<file path="src/hw/rtl/pcp_pkg.sv">
// Shared types, constants and a helper function for the position command parser.
// Used by the front classifier, the item queue and the back-end parser.
`default_nettype none
package pcp_pkg;

  localparam int MAX_LENGTH = 10;
  localparam int MIN_LENGTH = 4;
  localparam int MAX_DIGITS = 4;
  localparam int QDEPTH     = 4;
  localparam int QPTR_W     = $clog2(QDEPTH);

  localparam int CHAR_W  = 8;
  localparam int COORD_W = 14;
  localparam int LEN_W   = 4;
  localparam int DCNT_W  = 3;
  localparam int ERR_W   = 3;

  localparam logic [LEN_W-1:0]   LEN_MAX = 4'd15;
  localparam logic [COORD_W-1:0] ACC_MAX = 14'd16383;

  localparam logic [CHAR_W-1:0] CH_P     = 8'h70;
  localparam logic [CHAR_W-1:0] CH_COMMA = 8'h2C;
  localparam logic [CHAR_W-1:0] CH_ZERO  = 8'h30;
  localparam logic [CHAR_W-1:0] CH_NINE  = 8'h39;

  localparam logic [ERR_W-1:0] ERR_NONE      = 3'd0;
  localparam logic [ERR_W-1:0] ERR_SHORT     = 3'd1;
  localparam logic [ERR_W-1:0] ERR_LONG      = 3'd2;
  localparam logic [ERR_W-1:0] ERR_NO_P      = 3'd3;
  localparam logic [ERR_W-1:0] ERR_BAD_X     = 3'd4;
  localparam logic [ERR_W-1:0] ERR_NO_COMMA  = 3'd5;
  localparam logic [ERR_W-1:0] ERR_BAD_Y     = 3'd6;

  typedef struct packed {
    logic       is_p;
    logic       is_comma;
    logic       is_digit;
    logic [3:0] digit;
    logic       last;
  } cls_t;

  typedef struct packed {
    logic [ERR_W-1:0]   error_code;
    logic [COORD_W-1:0] y_pos;
    logic [COORD_W-1:0] x_pos;
    logic               parse_ok;
  } res_t;

  typedef enum logic [3:0] {
    PH_P    = 4'b0001,
    PH_X    = 4'b0010,
    PH_Y    = 4'b0100,
    PH_DONE = 4'b1000
  } phase_t;

  function automatic logic [COORD_W-1:0] acc_step(input logic [COORD_W-1:0] acc,
                                                  input logic [3:0] d);
    logic [COORD_W+3:0] v;
    v = ({4'd0, acc} << 3) + ({4'd0, acc} << 1) + {{COORD_W{1'b0}}, d};
    if (v > {4'd0, ACC_MAX}) begin
      acc_step = ACC_MAX;
    end else begin
      acc_step = v[COORD_W-1:0];
    end
  endfunction

endpackage
`default_nettype wire

</file>
<file path="src/hw/rtl/pcp_front.sv">
// Front end: takes message bytes from the input stream and classifies each one.
// Depends on pcp_pkg; feeds classified bytes into pcp_queue.
`default_nettype none
module pcp_front (
  input  wire logic                       in_tvalid,
  output logic                            in_tready,
  input  wire logic [pcp_pkg::CHAR_W-1:0] in_tdata,  // [7:0] char_byte
  input  wire logic                       in_tlast,  // last_byte
  output logic                            wr_valid,
  input  wire logic                       wr_ready,
  output pcp_pkg::cls_t                   wr_data
);
  import pcp_pkg::*;

  assign in_tready = wr_ready;
  assign wr_valid  = in_tvalid;

  always_comb begin
    wr_data          = '0;
    wr_data.is_p     = (in_tdata == CH_P);
    wr_data.is_comma = (in_tdata == CH_COMMA);
    wr_data.is_digit = (in_tdata >= CH_ZERO) && (in_tdata <= CH_NINE);
    wr_data.digit    = in_tdata[3:0];
    wr_data.last     = in_tlast;
  end

endmodule
`default_nettype wire

</file>
<file path="src/hw/rtl/pcp_queue.sv">
// Short queue of classified bytes between the front end and the parser.
// Depends on pcp_pkg for the item type and depth.
`default_nettype none
module pcp_queue (
  input  wire logic          clk,
  input  wire logic          rst_n,
  input  wire logic          wr_valid,
  output logic               wr_ready,
  input  wire pcp_pkg::cls_t wr_data,
  output logic               rd_valid,
  input  wire logic          rd_ready,
  output pcp_pkg::cls_t      rd_data
);
  import pcp_pkg::*;

  cls_t              mem_r [QDEPTH];
  logic [QPTR_W-1:0] wr_ptr_r, wr_ptr_nxt;
  logic [QPTR_W-1:0] rd_ptr_r, rd_ptr_nxt;
  logic [QPTR_W:0]   count_r, count_nxt;
  logic              push, pop;

  assign wr_ready = (count_r != QDEPTH[QPTR_W:0]);
  assign rd_valid = (count_r != '0);
  assign rd_data  = mem_r[rd_ptr_r];
  assign push     = wr_valid && wr_ready;
  assign pop      = rd_valid && rd_ready;

  always_comb begin
    wr_ptr_nxt = push ? wr_ptr_r + 1'b1 : wr_ptr_r;
    rd_ptr_nxt = pop ? rd_ptr_r + 1'b1 : rd_ptr_r;
    count_nxt  = count_r;
    if (push && !pop) begin
      count_nxt = count_r + 1'b1;
    end else if (pop && !push) begin
      count_nxt = count_r - 1'b1;
    end
  end

  always_ff @(posedge clk) begin
    if (!rst_n) begin
      wr_ptr_r <= '0;
      rd_ptr_r <= '0;
      count_r  <= '0;
    end else begin
      wr_ptr_r <= wr_ptr_nxt;
      rd_ptr_r <= rd_ptr_nxt;
      count_r  <= count_nxt;
    end
  end

  always_ff @(posedge clk) begin
    if (push) begin
      mem_r[wr_ptr_r] <= wr_data;
    end
  end

  a_count_bound: assert property (@(posedge clk) disable iff (!rst_n)
    count_r <= QDEPTH[QPTR_W:0])
    else $error("queue count beyond depth");

  a_count_track: assert property (@(posedge clk) disable iff (!rst_n)
    (push && !pop) |=> (count_r == $past(count_r) + 1'b1))
    else $error("queue count did not follow a push");

endmodule
`default_nettype wire

</file>
<file path="src/hw/rtl/pcp_back.sv">
// Back end: runs the message parser over classified bytes and holds the result.
// Depends on pcp_pkg; reads from pcp_queue and drives the result stream.
`default_nettype none
module pcp_back (
  input  wire logic          clk,
  input  wire logic          rst_n,
  input  wire logic          rd_valid,
  output logic               rd_ready,
  input  wire pcp_pkg::cls_t rd_data,
  output logic               out_valid,
  input  wire logic          out_ready,
  output pcp_pkg::res_t      out_data
);
  import pcp_pkg::*;

  phase_t             phase_r, phase_nxt;
  logic [LEN_W-1:0]   len_r, len_nxt;
  logic [COORD_W-1:0] x_r, x_nxt;
  logic [COORD_W-1:0] y_r, y_nxt;
  logic [DCNT_W-1:0]  dcnt_r, dcnt_nxt;
  logic [ERR_W-1:0]   ferr_r, ferr_nxt;
  logic               out_valid_r, out_valid_nxt;
  res_t               res_r, res_nxt;
  logic [ERR_W-1:0]   err;
  logic               pop;
  logic               x_full;

  assign rd_ready  = !rd_data.last || !out_valid_r || out_ready;
  assign pop       = rd_valid && rd_ready;
  assign out_valid = out_valid_r;
  assign out_data  = res_r;
  assign x_full    = (dcnt_r >= DCNT_W'(MAX_DIGITS));

  always_comb begin
    phase_nxt = phase_r;
    len_nxt   = (len_r < LEN_MAX) ? len_r + 1'b1 : len_r;
    x_nxt     = x_r;
    y_nxt     = y_r;
    dcnt_nxt  = dcnt_r;
    ferr_nxt  = ferr_r;

    case (phase_r)
      PH_P: begin
        if (rd_data.is_p) begin
          phase_nxt = PH_X;
        end else begin
          ferr_nxt  = ERR_NO_P;
          phase_nxt = PH_DONE;
        end
      end
      PH_X: begin
        if (x_full) begin
          if (rd_data.is_comma) begin
            phase_nxt = PH_Y;
            dcnt_nxt  = '0;
          end else begin
            ferr_nxt  = ERR_NO_COMMA;
            phase_nxt = PH_DONE;
          end
        end else if (rd_data.is_digit) begin
          x_nxt    = acc_step(x_r, rd_data.digit);
          dcnt_nxt = dcnt_r + 1'b1;
        end else if (rd_data.is_comma) begin
          phase_nxt = PH_Y;
          dcnt_nxt  = '0;
        end else begin
          ferr_nxt  = ERR_BAD_X;
          phase_nxt = PH_DONE;
        end
      end
      PH_Y: begin
        if (rd_data.is_digit) begin
          y_nxt    = acc_step(y_r, rd_data.digit);
          dcnt_nxt = dcnt_r + 1'b1;
          if (dcnt_nxt >= DCNT_W'(MAX_DIGITS)) begin
            phase_nxt = PH_DONE;
          end
        end else begin
          ferr_nxt  = ERR_BAD_Y;
          phase_nxt = PH_DONE;
        end
      end
      default: begin
      end
    endcase

    if (len_nxt < LEN_W'(MIN_LENGTH)) begin
      err = ERR_SHORT;
    end else if (len_nxt > LEN_W'(MAX_LENGTH)) begin
      err = ERR_LONG;
    end else if (ferr_nxt != ERR_NONE) begin
      err = ferr_nxt;
    end else if (phase_nxt == PH_X) begin
      err = (dcnt_nxt >= DCNT_W'(MAX_DIGITS)) ? ERR_NO_COMMA : ERR_BAD_X;
    end else if (phase_nxt == PH_P) begin
      err = ERR_NO_P;
    end else begin
      err = ERR_NONE;
    end

    res_nxt            = res_r;
    res_nxt.parse_ok   = (err == ERR_NONE);
    res_nxt.x_pos      = (err == ERR_NONE) ? x_nxt : '0;
    res_nxt.y_pos      = (err == ERR_NONE) ? y_nxt : '0;
    res_nxt.error_code = err;

    out_valid_nxt = out_valid_r && !out_ready;
    if (pop && rd_data.last) begin
      out_valid_nxt = 1'b1;
      phase_nxt     = PH_P;
      len_nxt       = '0;
      x_nxt         = '0;
      y_nxt         = '0;
      dcnt_nxt      = '0;
      ferr_nxt      = ERR_NONE;
    end
  end

  always_ff @(posedge clk) begin
    if (!rst_n) begin
      phase_r     <= PH_P;
      len_r       <= '0;
      x_r         <= '0;
      y_r         <= '0;
      dcnt_r      <= '0;
      ferr_r      <= ERR_NONE;
      out_valid_r <= 1'b0;
    end else if (pop) begin
      phase_r     <= phase_nxt;
      len_r       <= len_nxt;
      x_r         <= x_nxt;
      y_r         <= y_nxt;
      dcnt_r      <= dcnt_nxt;
      ferr_r      <= ferr_nxt;
      out_valid_r <= out_valid_nxt;
    end else begin
      out_valid_r <= out_valid_nxt;
    end
  end

  always_ff @(posedge clk) begin
    if (pop && rd_data.last) begin
      res_r <= res_nxt;
    end
  end

  a_restart: assert property (@(posedge clk) disable iff (!rst_n)
    (pop && rd_data.last) |=> (phase_r == PH_P && len_r == '0 && ferr_r == ERR_NONE))
    else $error("parser state not cleared after a message");

  a_ok_code: assert property (@(posedge clk) disable iff (!rst_n)
    out_valid_r |-> (res_r.parse_ok == (res_r.error_code == ERR_NONE)))
    else $error("parse_ok disagrees with error_code");

  a_err_zero: assert property (@(posedge clk) disable iff (!rst_n)
    (out_valid_r && !res_r.parse_ok) |-> (res_r.x_pos == '0 && res_r.y_pos == '0))
    else $error("coordinates not cleared on error");

  a_no_overrun: assert property (@(posedge clk) disable iff (!rst_n)
    (out_valid_r && !out_ready) |-> !(pop && rd_data.last))
    else $error("result overwritten before transfer");

endmodule
`default_nettype wire

</file>
<file path="src/hw/rtl/position_command_parser.sv">
// Top level of the position command parser: front classifier, queue and parser.
// Depends on pcp_pkg, pcp_front, pcp_queue and pcp_back.
`default_nettype none
// Parses text messages of the form p<x>,<y> arriving one byte per transfer, with
// in_tlast on the final byte, and gives one result transfer per message carrying
// parse_ok, x, y and an error code. A byte can be accepted every clock while the
// queue has room. A four-entry queue sits between classification and parsing, and the
// result is held in an output register, so input keeps flowing while a result waits
// to be taken until the queue fills. The last byte is stored in the queue, and its
// result is then registered in the output register.
module position_command_parser (
  input  wire logic        clk,
  input  wire logic        rst_n,
  input  wire logic        in_tvalid,
  output logic             in_tready,
  input  wire logic [7:0]  in_tdata,   // [7:0] char_byte
  input  wire logic        in_tlast,   // last_byte
  output logic             out_tvalid,
  input  wire logic        out_tready,
  output logic [31:0]      out_tdata   // [0] parse_ok, [14:1] x_pos, [28:15] y_pos,
                                       // [31:29] error_code
);
  import pcp_pkg::*;

  logic wr_valid, wr_ready;
  cls_t wr_data;
  logic rd_valid, rd_ready;
  cls_t rd_data;
  res_t res;

  pcp_front u_front (
    .in_tvalid (in_tvalid),
    .in_tready (in_tready),
    .in_tdata  (in_tdata),
    .in_tlast  (in_tlast),
    .wr_valid  (wr_valid),
    .wr_ready  (wr_ready),
    .wr_data   (wr_data)
  );

  pcp_queue u_queue (
    .clk      (clk),
    .rst_n    (rst_n),
    .wr_valid (wr_valid),
    .wr_ready (wr_ready),
    .wr_data  (wr_data),
    .rd_valid (rd_valid),
    .rd_ready (rd_ready),
    .rd_data  (rd_data)
  );

  pcp_back u_back (
    .clk       (clk),
    .rst_n     (rst_n),
    .rd_valid  (rd_valid),
    .rd_ready  (rd_ready),
    .rd_data   (rd_data),
    .out_valid (out_tvalid),
    .out_ready (out_tready),
    .out_data  (res)
  );

  assign out_tdata = res;

endmodule
`default_nettype wire

</file>
<file path="config.mk">
export PLATFORM = sky130hd
export DESIGN_NAME = position_command_parser
export DESIGN_NICKNAME = d
export VERILOG_FILES = /design/src/hw/rtl/pcp_pkg.sv /design/src/hw/rtl/pcp_front.sv /design/src/hw/rtl/pcp_queue.sv /design/src/hw/rtl/pcp_back.sv /design/src/hw/rtl/position_command_parser.sv
export SDC_FILE = /design/constraint.sdc
export NUM_CORES = 1
export LEC_CHECK = 0
export BUFFER_PORTS_ARGS = -buffer_cell sky130_fd_sc_hd__buf_2
export CELL_PAD_IN_SITES_DETAIL_PLACEMENT = 0
export CELL_PAD_IN_SITES_GLOBAL_PLACEMENT = 1
export CORE_MARGIN = 5
export CORE_UTILIZATION = 44
export DETAILED_ROUTE_END_ITERATION = 8
export HOLD_SLACK_MARGIN = 0.06
export PLACE_DENSITY_LB_ADDON = 0.1
export REMOVE_ABC_BUFFERS = 1
export SLEW_MARGIN = 10
export SYNTH_ARGS = -nofsm -noshare
export SYNTH_HDL_FRONTEND = slang
export SYNTH_SLANG_ARGS = --single-unit
</file>
<file path="constraint.sdc">
create_clock -name clk -period 3.7 [get_ports clk]
set_input_delay 0.555 -clock clk [delete_from_list [all_inputs] [get_ports clk]]
set_output_delay 0.555 -clock clk [all_outputs]
set_load 0.05 [all_outputs]
</file>
## Word-level counts from Yosys, hierarchy flattened

Memories as Yosys holds them, arrays and structs flattened. A register that Yosys moved wholly into a read port is not among the register bits.
Index checks and enable logic that the tools add are counted.

| storage, ports and cells | value |
|---|---|
| memory bits (writable) | 32 |
| memories kept | 1 |
| bits in registers | 82 |
| output and inout port bits | 34 |
| word-level logic and storage cells | 107 |

Memory list:

| memory | depth | width | rd ports | clocked after memory_dff | wr ports | RTL line | text |
|---|---|---|---|---|---|---|---|
| u_queue.mem_r | 4 | 8 | 1 | 1 | 1 | pcp_queue.sv:16 | `cls_t mem_r [QDEPTH];` |

| cells by class | value |
|---|---|
| $lt $le $gt $ge | 10 |
| reduce and logical (&&, ||, !) cells | 18 |
| add/subtract/negate cells | 10 |
| mux-type cells | 46 |
| equal/unequal tests | 8 |

Operator list:

| kind | number |
|---|---|
| 14-bit 2-to-1 mux | 9 |
| 3-bit 2-to-1 mux | 18 |
| 17-bit by 15-bit adder with 18-bit output | 2 |
| 18-bit by 4-bit adder with 18-bit output | 2 |
| 18-bit by 14-bit greater-than comparator with 1-bit output, second input constant | 2 |
| 4-bit 2-to-1 mux | 9 |
| 4-bit one-hot mux with 3 select lines | 1 |
| 3-bit greater-or-equal comparator, second input constant | 3 |
| 3-bit one-hot mux with 3 select lines | 1 |
| 4-bit by 1-bit equality test with 1-bit output, second input constant | 2 |
| 4-bit by 2-bit equality test with 1-bit output, second input constant | 2 |
| 8-bit by 6-bit equality test with 1-bit output, second input constant | 1 |
| 8-bit by 7-bit equality test with 1-bit output, second input constant | 1 |
| 8-bit by 6-bit greater-or-equal comparator with 1-bit output, second input constant | 1 |
| 8-bit by 6-bit less-or-equal comparator with 1-bit output, second input constant | 1 |
| 1-bit logical AND | 7 |
| 3-bit by 1-bit adder with 3-bit output, second input constant | 2 |
| 2-bit 2-to-1 mux | 3 |
| 3-bit one-hot mux with 2 select lines | 1 |
| 3-bit nonzero test | 2 |
| 1-bit logical NOT | 5 |
| 2-bit by 1-bit adder with 2-bit output, second input constant | 2 |
| 4-bit by 1-bit adder with 4-bit output, second input constant | 1 |
| 4-bit by 3-bit equality test with 1-bit output, second input constant | 1 |
| 9 further kinds | 13 |

## Longest topological paths before layout

Gate-level depths: netlist (run 1).

| depth | value |
|---|---|
| depth in word-level cells | 12 |
| gate-level depth with buffers | 15 |
| depth with buffers taken out | 13 |

## Hierarchy

Synthesis (run 1) repeated with hierarchy kept, for this count alone.

| second synthesis, totals | value |
|---|---|
| cells, all modules | 769 |
| area total of the unflattened synthesis | 7457.2 um2 |

By module, submodules not included:

| module | cells each | area each (um2) | instances |
|---|---|---|---|
| pcp_back | 664 | 5694.2 | 1 |
| pcp_queue | 90 | 1656.6 | 1 |
| pcp_front | 15 | 106.4 | 1 |

## Worst setup path after synthesis (run 1)

Ideal clock, no wire load.

| timing | value |
|---|---|
| path kind | reg-to-reg |
| from | register (tool-made name) |
| to | register u_back.x_r[5] |
| stages on the path, launching flop included | 15 |
| data arrival time | 3743 ps |
| path slack | -174 ps |
| data required time | 3569 ps |
| clock period less this slack | 3874 ps |
| buffers on the path | 2 |
| cells stage by stage | dfxtp_1 -> buf_6 -> mux4_2 -> fa_1 -> inv_1 -> fa_1 -> nor2b_1 -> o2111ai_1 -> nand3_1 -> a31oi_1 -> xnor2_1 -> or4_4 -> buf_6 -> o41ai_1 -> o21ai_1 |

RTL lines:

| element | RTL line | text |
|---|---|---|
| end signal: assignment | pcp_back.sv:131 | `x_r <= x_nxt;` |
| end: declaration | pcp_back.sv:18 | `logic [COORD_W-1:0] x_r, x_nxt;` |

==> results of run 1 <==
[layer usage]
metal	vias up	GRT usage, %	routed length (microns)
met5	-	0	0
met4	0	7.095	395
met3	36	3.897	803
met2	163	34.33	9289
met1	2823	24.74	8075
li1	2846	-	-
[worst paths after layout]
| path | start | end | cells past startpoint |
|---|---|---|---|
| worst max register to register | flip-flop | u_back.x_r[12] | 12 |
| worst min-delay path | in_tlast | u_queue.mem_r[1][0] | 1 |
| worst max-delay path | flip-flop | u_back.x_r[12] | 12 |
| worst min register to register | u_back.x_r[10] | u_back.x_r[10] | 2 |
[critical path: stages (launching register included)]
cell and delay [ns]:
dfxtp_2 0.34, mux4_2 0.55, fa_1 0.54, inv_2 0.05, fa_2 0.41, nor2b_4 0.14
o2111ai_2 0.16, nand3_2 0.15, a31oi_4 0.12, xnor2_4 0.20, or4_4 0.63, o41ai_4 0.30
o21ai_1 0.09
[cell families (layout without fill, tap and decap cells)]
group / count (synthesis) / count (layout) / synth area share [%]
mux: 14 / 14 / 3.398
flops: 116 / 116 / 41.70
simple gates: 208 / 213 / 15.34
compound gates: 194 / 194 / 19.51
xor+xnor: 27 / 27 / 3.328
buf+inv: 69 / 168 / 4.226
fa+ha+maj: 68 / 68 / 12.50
[cell usage in the layout (no fill, tap or decap), types with 5 or more instances in the layout]
cell,count
buf_4,49
and2_1,12
or3_1,6
nor2_1,27
o311ai_2,6
xnor2_1,20
a21oi_1,26
o21ai_0,22
nand4_1,5
mux4_2,8
o221a_4,6
inv_1,33
a22oi_1,6
ha_1,58
o41ai_2,9
nor2_4,6
buf_2,46
buf_6,5
clkbuf_16,17
a32o_1,5
o21ai_1,19
nor3_1,8
edfxtp_1,64
nor2_2,6
and3_1,10
nand3_1,17
nand2_1,60
o21a_1,20
mux2i_1,5
o221ai_2,13
a21o_1,7
nor2b_1,12
dfxtp_1,51
xor2_1,6
ha_4,5
[what timing repair did]
action | 4_1_cts | 5_1_grt
endpoints found under the setup margin | 42 | 42
gates cloned | 4 | 3
buffers inserted | 13 | 3
pin swaps | 28 | 40
gates resized for setup | 65 | 67
[registers in the layout, summed over array words and instances (netlist names), 2 cells and up, named ones only]
signal	flops
u_back.x_r	14
u_back.out_data	32
u_queue.count_r	3
u_queue.rd_ptr_r	2
u_back.phase_r	4
u_back.len_r	4
u_queue.mem_r	32
u_back.dcnt_r	3
u_queue.wr_ptr_r	2
u_back.y_r	14
u_back.ferr_r	3
[Yosys cell counts (12+ instances only)]
master,number
a21oi_1,30
and2_1,12
clkbuf_1,21
dfxtp_1,52
edfxtp_1,64
ha_1,63
inv_1,36
nand2_1,60
nand3_1,19
nor2_1,39
nor2b_1,16
o21a_1,20
o21ai_0,23
o21ai_1,20
o221ai_1,14
o311ai_0,12
xnor2_1,21
[through the flow]
stage	area (sq um)	util, %	setup WS, ns	cells	total power (W)
2_1_floorplan	6940	-	-0.8921	663	0.002945
3_3_place_gp	7747	48.77	-0.1969	964	0.003460
3_5_place_dp	7747	48.77	-0.3267	964	0.003496
4_1_cts	8768	55.20	-0.08687	1013	0.005234
5_1_grt	9155	57.63	-0.2578	1016	0.005507
6_report	9155	57.63	-0.1075	1016	0.005247
[power groups by stage]
stage | clock [W] | sequential, W | combinational (W)
3_5_place_dp | 0 | 0.00174 | 0.00176
2_1_floorplan | 0 | 0.00216 | 0.000784
6_report | 0.00165 | 0.00172 | 0.00188
5_1_grt | 0.00174 | 0.00174 | 0.00203
3_3_place_gp | 0 | 0.00173 | 0.00173
4_1_cts | 0.00168 | 0.00172 | 0.00184
[cell type report]
type	count	area share, %
multi-input cells	516	49.58
flip-flops and latches	116	32.38
repair buffers	100	7.148
clock buffers	19	4.729
well taps	216	2.952
clock inverters	13	1.736
inverters	36	1.476
==> summary.txt, run 1 <==
Status -> finished with violations
Failing checks -> setup timing
H-Tree Depth -> 4
N_diodes -> 0
Post-synth EDFFs -> 64
Clk Latency, worst-skew pair -> 0.42 ns
Period Utilization, post-route -> 102.9%
Worst setup path category -> reg2reg
Vias in the first global route -> 5806
Pint -> 0.003286 W
Core area -> 15890 sq um
Io pins -> 47
Net Sw Power -> 0.001961 W
Highest Clock Rate -> 262.6 MHz
Port Buffers -> 46
Switch share -> 37.38%
Worst setup EP type -> flip-flop
Row cnt -> 46
Synthesized cell area -> 7106 sq um
Worst EP required -> 3.99 ns
Largest net degree at the start of global routing -> 30
Finish-stage setup viols -> 33
Hold Crit Class -> in2reg
Flop pwr share -> 32.7%
Final nets -> 868
Register area -> 2964 sq um
Filler cells -> 1385
Die area -> 18790 sq um
Flop2flop setup slack -> -0.11 ns
Detailed placement HPWL -> 12330 microns
Cell variety after synth -> 73
Die height -> 137.1 microns
RSZ-0062 raised after global routing -> yes
Worst-Margin Slew -> 1.061 ns
Routed Antenna Nets -> 0
Ys async rst share -> 0%
Overall routing resource usage -> 19.90%
CTS tree -> yes
Clock transition at the registers of the reported paths -> 0.05 ns
Post-synth top area share -> 27.05%
# hold bufs at CTS -> 0
Minimum clock period -> 3.808 ns
Max Clock Skew -> 0.01483 ns
Comb pwr share -> 35.8%
Root Driver -> clkbuf_16
Clk pwr share -> 31.5%
Area contributors post-synth -> edfxtp_1, dfxtp_1, ha_1
Via/cell ratio -> 5.776
Synthesized flop and latch total -> 116
Area Overhead vs Synth -> 28.84%
Gate Count Post-Synth -> 696
Setup ws final -> -0.1075 ns
DRC -> 0
DRT iter0 DRCs -> 356
Max-slew violations -> 0
VDD IR-drop max -> 0.3785 mV
Max-cap violations -> 0
Die Width -> 137.1 microns
Crit path DAT -> 4.10 ns
Router iterations before antenna repair -> 5
Post-Syn Area per Cell -> 10.21 sq um
Post-synth top area cell -> edfxtp_1
Total CTS buffers -> 17
Seq/Total Area, Yosys -> 41.70%
Slew headroom -> 29.22%
Routability Congestion -> 0.8584
Setup TNS -> -1.330 ns
Initial antenna violation count -> 0
Fin. Hold Viols -> 0
Yosys warns -> 0
Via count -> 5868
Top FF cell, synth -> edfxtp_1
Ratio of cells with drive above 1 in the final layout -> 29.88%
First-pass GRT wire length -> 29520 microns
P_leak -> 3.632 nW
CTS Buffer Depth -> 2
Peak fanout along the critical path -> 5
DRT Wirelength -> 18560 microns
WL/cell -> 18.27 microns
Multi-input combinational cell area -> 4539 sq um
Initial cell density of the core -> 44.73%
CTS sink count -> 116
Grt ovf -> 0
Power Density -> 573.1 nW/um^2
Critical Path Start Type -> flip-flop
Worst hold slack -> 0.3593 ns
Note: power is estimated with default switching activity, not from simulation.
==> run 2: changes to the inputs <==
- CORE_MARGIN: 5 -> default
==> summary.txt, run 2 (synthesis results as in run 1) <==
Slew headroom -> 6.849%
Routability Congestion -> 0.8873
H-Tree Depth -> 4
Port Buffers -> 46
VDD IR-drop max -> 0.5322 mV
Power Density -> 577.9 nW/um^2
Via/cell ratio -> 5.748
Max-slew violations -> 0
CTS Buffer Depth -> 2
P_leak -> 3.578 nW
Most common cell after layout, fill and taps aside -> edfxtp_1
Worst-Margin Slew -> 1.396 ns
Endpoint, Worst Hold -> u_queue.mem_r[1][0]
CP Buf/Inv Count -> 3
Failing checks -> setup timing
Overall routing resource usage -> 22.48%
RSZ-0062 raised after global routing -> yes
First-pass GRT wire length -> 28770 microns
Highest-count cells in the layout ignoring fill and taps -> edfxtp_1, nand2_1, ha_1, dfxtp_1, buf_2
Max Clock Skew -> 0.007722 ns
Hold path startpoint -> in_tlast
Worst path top cell family by delay -> compound AO/OA/AOI/OAI gates
Via count -> 5800
DRC -> 0
Row cnt -> 46
Finish-stage setup viols -> 28
Die area -> 16660 sq um
Critical Path Start Type -> flip-flop
Initial cell density of the core -> 44.89%
Total CTS buffers -> 17
Period Utilization, post-route -> 103.3%
Max-cap violations -> 0
Grt ovf -> 0
WL/cell -> 17.75 microns
Crit path DAT -> 4.00 ns
CP peak stage delay -> 0.56 ns
Worst setup EP type -> flip-flop
Die height -> 129.1 microns
Detailed placement HPWL -> 11710 microns
Most used cell, CP -> o211ai_1
Routed Antenna Nets -> 0
Slowest stage cell, crit path -> fa_2
Setup ws final -> -0.1226 ns
Final nets -> 859
Clk Latency, worst-skew pair -> 0.42 ns
Clock transition at the registers of the reported paths -> 0.06 ns
# hold bufs at CTS -> 0
Area Overhead vs Synth -> 26.54%
Core area -> 15830 sq um
Die Width -> 129.1 microns
DRT Wirelength -> 17910 microns
Worst EP required -> 3.88 ns
Fin. Hold Viols -> 0
Status -> finished with violations
Setup TNS -> -1.565 ns
Io pins -> 47
Initial antenna violation count -> 0
Minimum clock period -> 3.823 ns
Router iterations before antenna repair -> 4
Flop2flop setup slack -> -0.12 ns
Largest net degree at the start of global routing -> 33
End of the worst register-to-register path -> u_back.out_data[23]
CTS tree -> yes
Worst setup path category -> reg2reg
Vias in the first global route -> 5636
DRT iter0 DRCs -> 366
Critical path cell sequence -> mux4_2, buf_4, fa_2, ha_4, a21oi_4, o211ai_1, buf_4, o211ai_1, o211ai_1, mux2i_1, nand4_1, buf_6, o221a_2
Peak fanout along the critical path -> 7
Hold Crit Class -> in2reg
Pre-CTS WS -> -0.3230 ns
Highest Clock Rate -> 261.6 MHz
Ratio of cells with drive above 1 in the final layout -> 28.07%
Reg2Reg Depth -> 13
CTS sink count -> 116
Root Driver -> clkbuf_16
Hold depth -> 1
-- run 2: power by group --
part           total [W]  internal [W]  switching (W)
registers        0.00172       0.00162       0.000101
logic            0.00186      0.000601        0.00125
clock network    0.00162      0.000999       0.000625
total            0.00520       0.00322        0.00198
-- run 2: worst max path at each step --
stage,cells after the start,from,end
2_1_floorplan,7,flip-flop,u_back.out_data[15]
5_1_grt,12,flip-flop,u_back.x_r[12]
3_3_place_gp,12,flip-flop,u_back.x_r[11]
6_report,13,flip-flop,u_back.out_data[23]
3_5_place_dp,12,flip-flop,u_back.x_r[10]
4_1_cts,12,flip-flop,u_back.x_r[10]
-- run 2: cell type report --
class,count,area (sq um)
Antenna cell,2,5.005
Clock buffer,19,432.9
Clock inverter,13,150.1
Fill cell,1370,6837
Inverter,36,135.1
Multi-Input combinational cell,515,4441
Sequential cell,116,2967
Tap cell,216,270.3
Timing Repair Buffer,92,590.6
-- run 2: worst reg2reg max path, delay by kind of cell (launching register included) --
family	cells	cell delay, ns
multiplexers	2	0.76
adder cells (fa/ha/maj)	2	0.77
AO/OA/AOI/OAI	5	0.93
buffers and inverters	3	0.54
flip-flops	1	0.36
AND/OR/NAND/NOR	1	0.20
-- run 2: repair_timing --
action	4_1_cts	5_1_grt
gates cloned	4	1
hold endpoints to repair	0	0
setup endpoints to repair	42	42
resized for setup	83	32
buffers inserted	5	4
pin swaps	44	21
-- run 2: stage by stage --
step	hold WS [ns]	power (W)	area [sq um]	util [%]	cells
finish	0.3471	0.005196	8991	56.81	1009
floorplan	0.4638	0.002945	6940	-	663
global placement	0.4962	0.003435	7732	48.85	962
CTS	0.3315	0.005190	8750	55.28	1003
global route	0.3458	0.005448	8986	56.77	1007
detailed placement	0.4986	0.003468	7732	48.85	962
-- run 2: layer usage --
metal / global-route usage, % / up-vias / wire [microns]
met1: 28.16 / 2829 / 8243
met5: 0 / - / 0
li1: - / 2833 / -
met4: 8.097 / 0 / 272
met3: 4.542 / 24 / 486
met2: 38.51 / 114 / 8901
==> run 3: changes to the inputs <==
- CTS_BUF_LIST: default -> sky130_fd_sc_hd__clkbuf_16
==> summary.txt, run 3 (synthesis results as in run 1) <==
Status -> finished with violations
Failing checks -> setup timing
Post-Place Cell Area -> 7732 sq um
H-Tree Depth -> 4
Max-slew violations -> 0
Power Density -> 577.4 nW/um^2
Die height -> 129.1 microns
Overall routing resource usage -> 22.48%
Hold depth -> 1
Highest-count cells in the layout ignoring fill and taps -> edfxtp_1, nand2_1, ha_1, dfxtp_1, buf_2
Clk Latency, worst-skew pair -> 0.42 ns
RSZ-0062 raised after global routing -> yes
Row cnt -> 46
DRC -> 0
DRT iter0 DRCs -> 374
DRT Wirelength -> 17890 microns
Finished Cell Area -> 8991 sq um
Vias in the first global route -> 5636
Total CTS buffers -> 17
Die Width -> 129.1 microns
Area Overhead vs Synth -> 26.54%
Clock transition at the registers of the reported paths -> 0.06 ns
CTS sink count -> 116
Endpoint, Worst Hold -> u_queue.mem_r[1][0]
CTS tree -> yes
Reg2Reg Depth -> 13
Minimum clock period -> 3.823 ns
WL/cell -> 17.73 microns
Worst-Margin Slew -> 1.396 ns
Setup ws final -> -0.1226 ns
VDD IR-drop max -> 0.5323 mV
Peak fanout along the critical path -> 7
Fin. Hold Viols -> 0
Flop2flop setup slack -> -0.12 ns
Most common cell after layout, fill and taps aside -> edfxtp_1
Die area -> 16660 sq um
Routed Antenna Nets -> 0
First-pass GRT wire length -> 28770 microns
P_leak -> 3.586 nW
Max-cap violations -> 0
Core area -> 15830 sq um
Finish-stage setup viols -> 28
Root Driver -> clkbuf_16
Routability Congestion -> 0.8873
Period Utilization, post-route -> 103.3%
Detailed placement HPWL -> 11710 microns
# hold bufs at CTS -> 0
CTS Buffer Depth -> 2
Worst EP required -> 3.88 ns
Via count -> 5793
Via/cell ratio -> 5.741
Post-layout util -> 56.81%
Grt ovf -> 0
Initial cell density of the core -> 44.89%
Worst setup path category -> reg2reg
End of the worst register-to-register path -> u_back.out_data[23]
Crit path DAT -> 4.00 ns
Initial antenna violation count -> 0
Slew headroom -> 6.805%
Max Clock Skew -> 0.007789 ns
Worst hold slack -> 0.3471 ns
Highest Clock Rate -> 261.6 MHz
Hold path startpoint -> in_tlast
Final nets -> 859
Io pins -> 47
Critical Path Start Type -> flip-flop
Ratio of cells with drive above 1 in the final layout -> 28.07%
Port Buffers -> 46
Largest net degree at the start of global routing -> 33
Router iterations before antenna repair -> 4
Worst setup EP type -> flip-flop
Filler cells -> 1370
Total power -> 0.005192 W
Hold Crit Class -> in2reg
-- run 3: layout make-up --
class / count / area (sq um) / share of cell area [%]
tap: 216 / 270.3 / 3.006
inverter: 36 / 135.1 / 1.503
clock inverter: 15 / 157.7 / 1.753
clock buffer: 17 / 425.4 / 4.731
antenna: 2 / 5.005 / 0.05566
multi-input combinational: 515 / 4441 / 49.39
sequential: 116 / 2967 / 32.99
timing repair buffer: 92 / 590.6 / 6.568
-- run 3: how the worst max path moves through the flow --
stage	endpoint	slack, ns	cells after the start
floorplan	u_back.out_data[15]	-0.89	7
global placement	u_back.x_r[11]	-0.26	12
detailed placement	u_back.x_r[10]	-0.32	12
CTS	u_back.x_r[10]	-0.08	12
global route	u_back.x_r[12]	-0.22	12
finish	u_back.out_data[23]	-0.12	13
-- run 3: worst max-delay path, cell delays in order, from the launching register on --
cell      delay (ns)
dfxtp_4         0.36
mux4_2          0.54
buf_4           0.16
fa_2            0.56
ha_4            0.21
a21oi_4         0.15
o211ai_1        0.16
buf_4           0.18
o211ai_1        0.23
o211ai_1        0.15
mux2i_1         0.22
nand4_1         0.20
buf_6           0.20
o221a_2         0.24
-- run 3: power by group --
part / switching, W / internal [W] / total, W / leakage (nW)
sequential: 0.000101 / 0.00162 / 0.00172 / 1.03
clock: 0.000626 / 0.000993 / 0.00162 / 0.287
combinational: 0.00125 / 0.000601 / 0.00186 / 2.27
total: 0.00198 / 0.00321 / 0.00519 / 3.59
-- run 3: through the flow --
step	setup TNS (ns)	std cells	worst slack, ns
floorplan	-33.35	663	-0.8921
global placement	-4.201	962	-0.2567
detailed placement	-7.876	962	-0.3230
CTS	-0.7677	1003	-0.07901
global route	-5.452	1007	-0.2166
finish	-1.557	1009	-0.1226
-- run 3: what timing repair did --
item	in CTS	in global routing
gates resized for setup	83	32
gates cloned	4	1
setup endpoints to repair	42	42
buffers inserted	5	4
pin swaps	44	21
-- run 3: layer usage --
metal | GRT usage (%) | share of wire (%)
met3 | 4.542 | 2.8
met4 | 8.097 | 1.5
met5 | 0 | 0
met2 | 38.51 | 50
met1 | 28.16 | 46
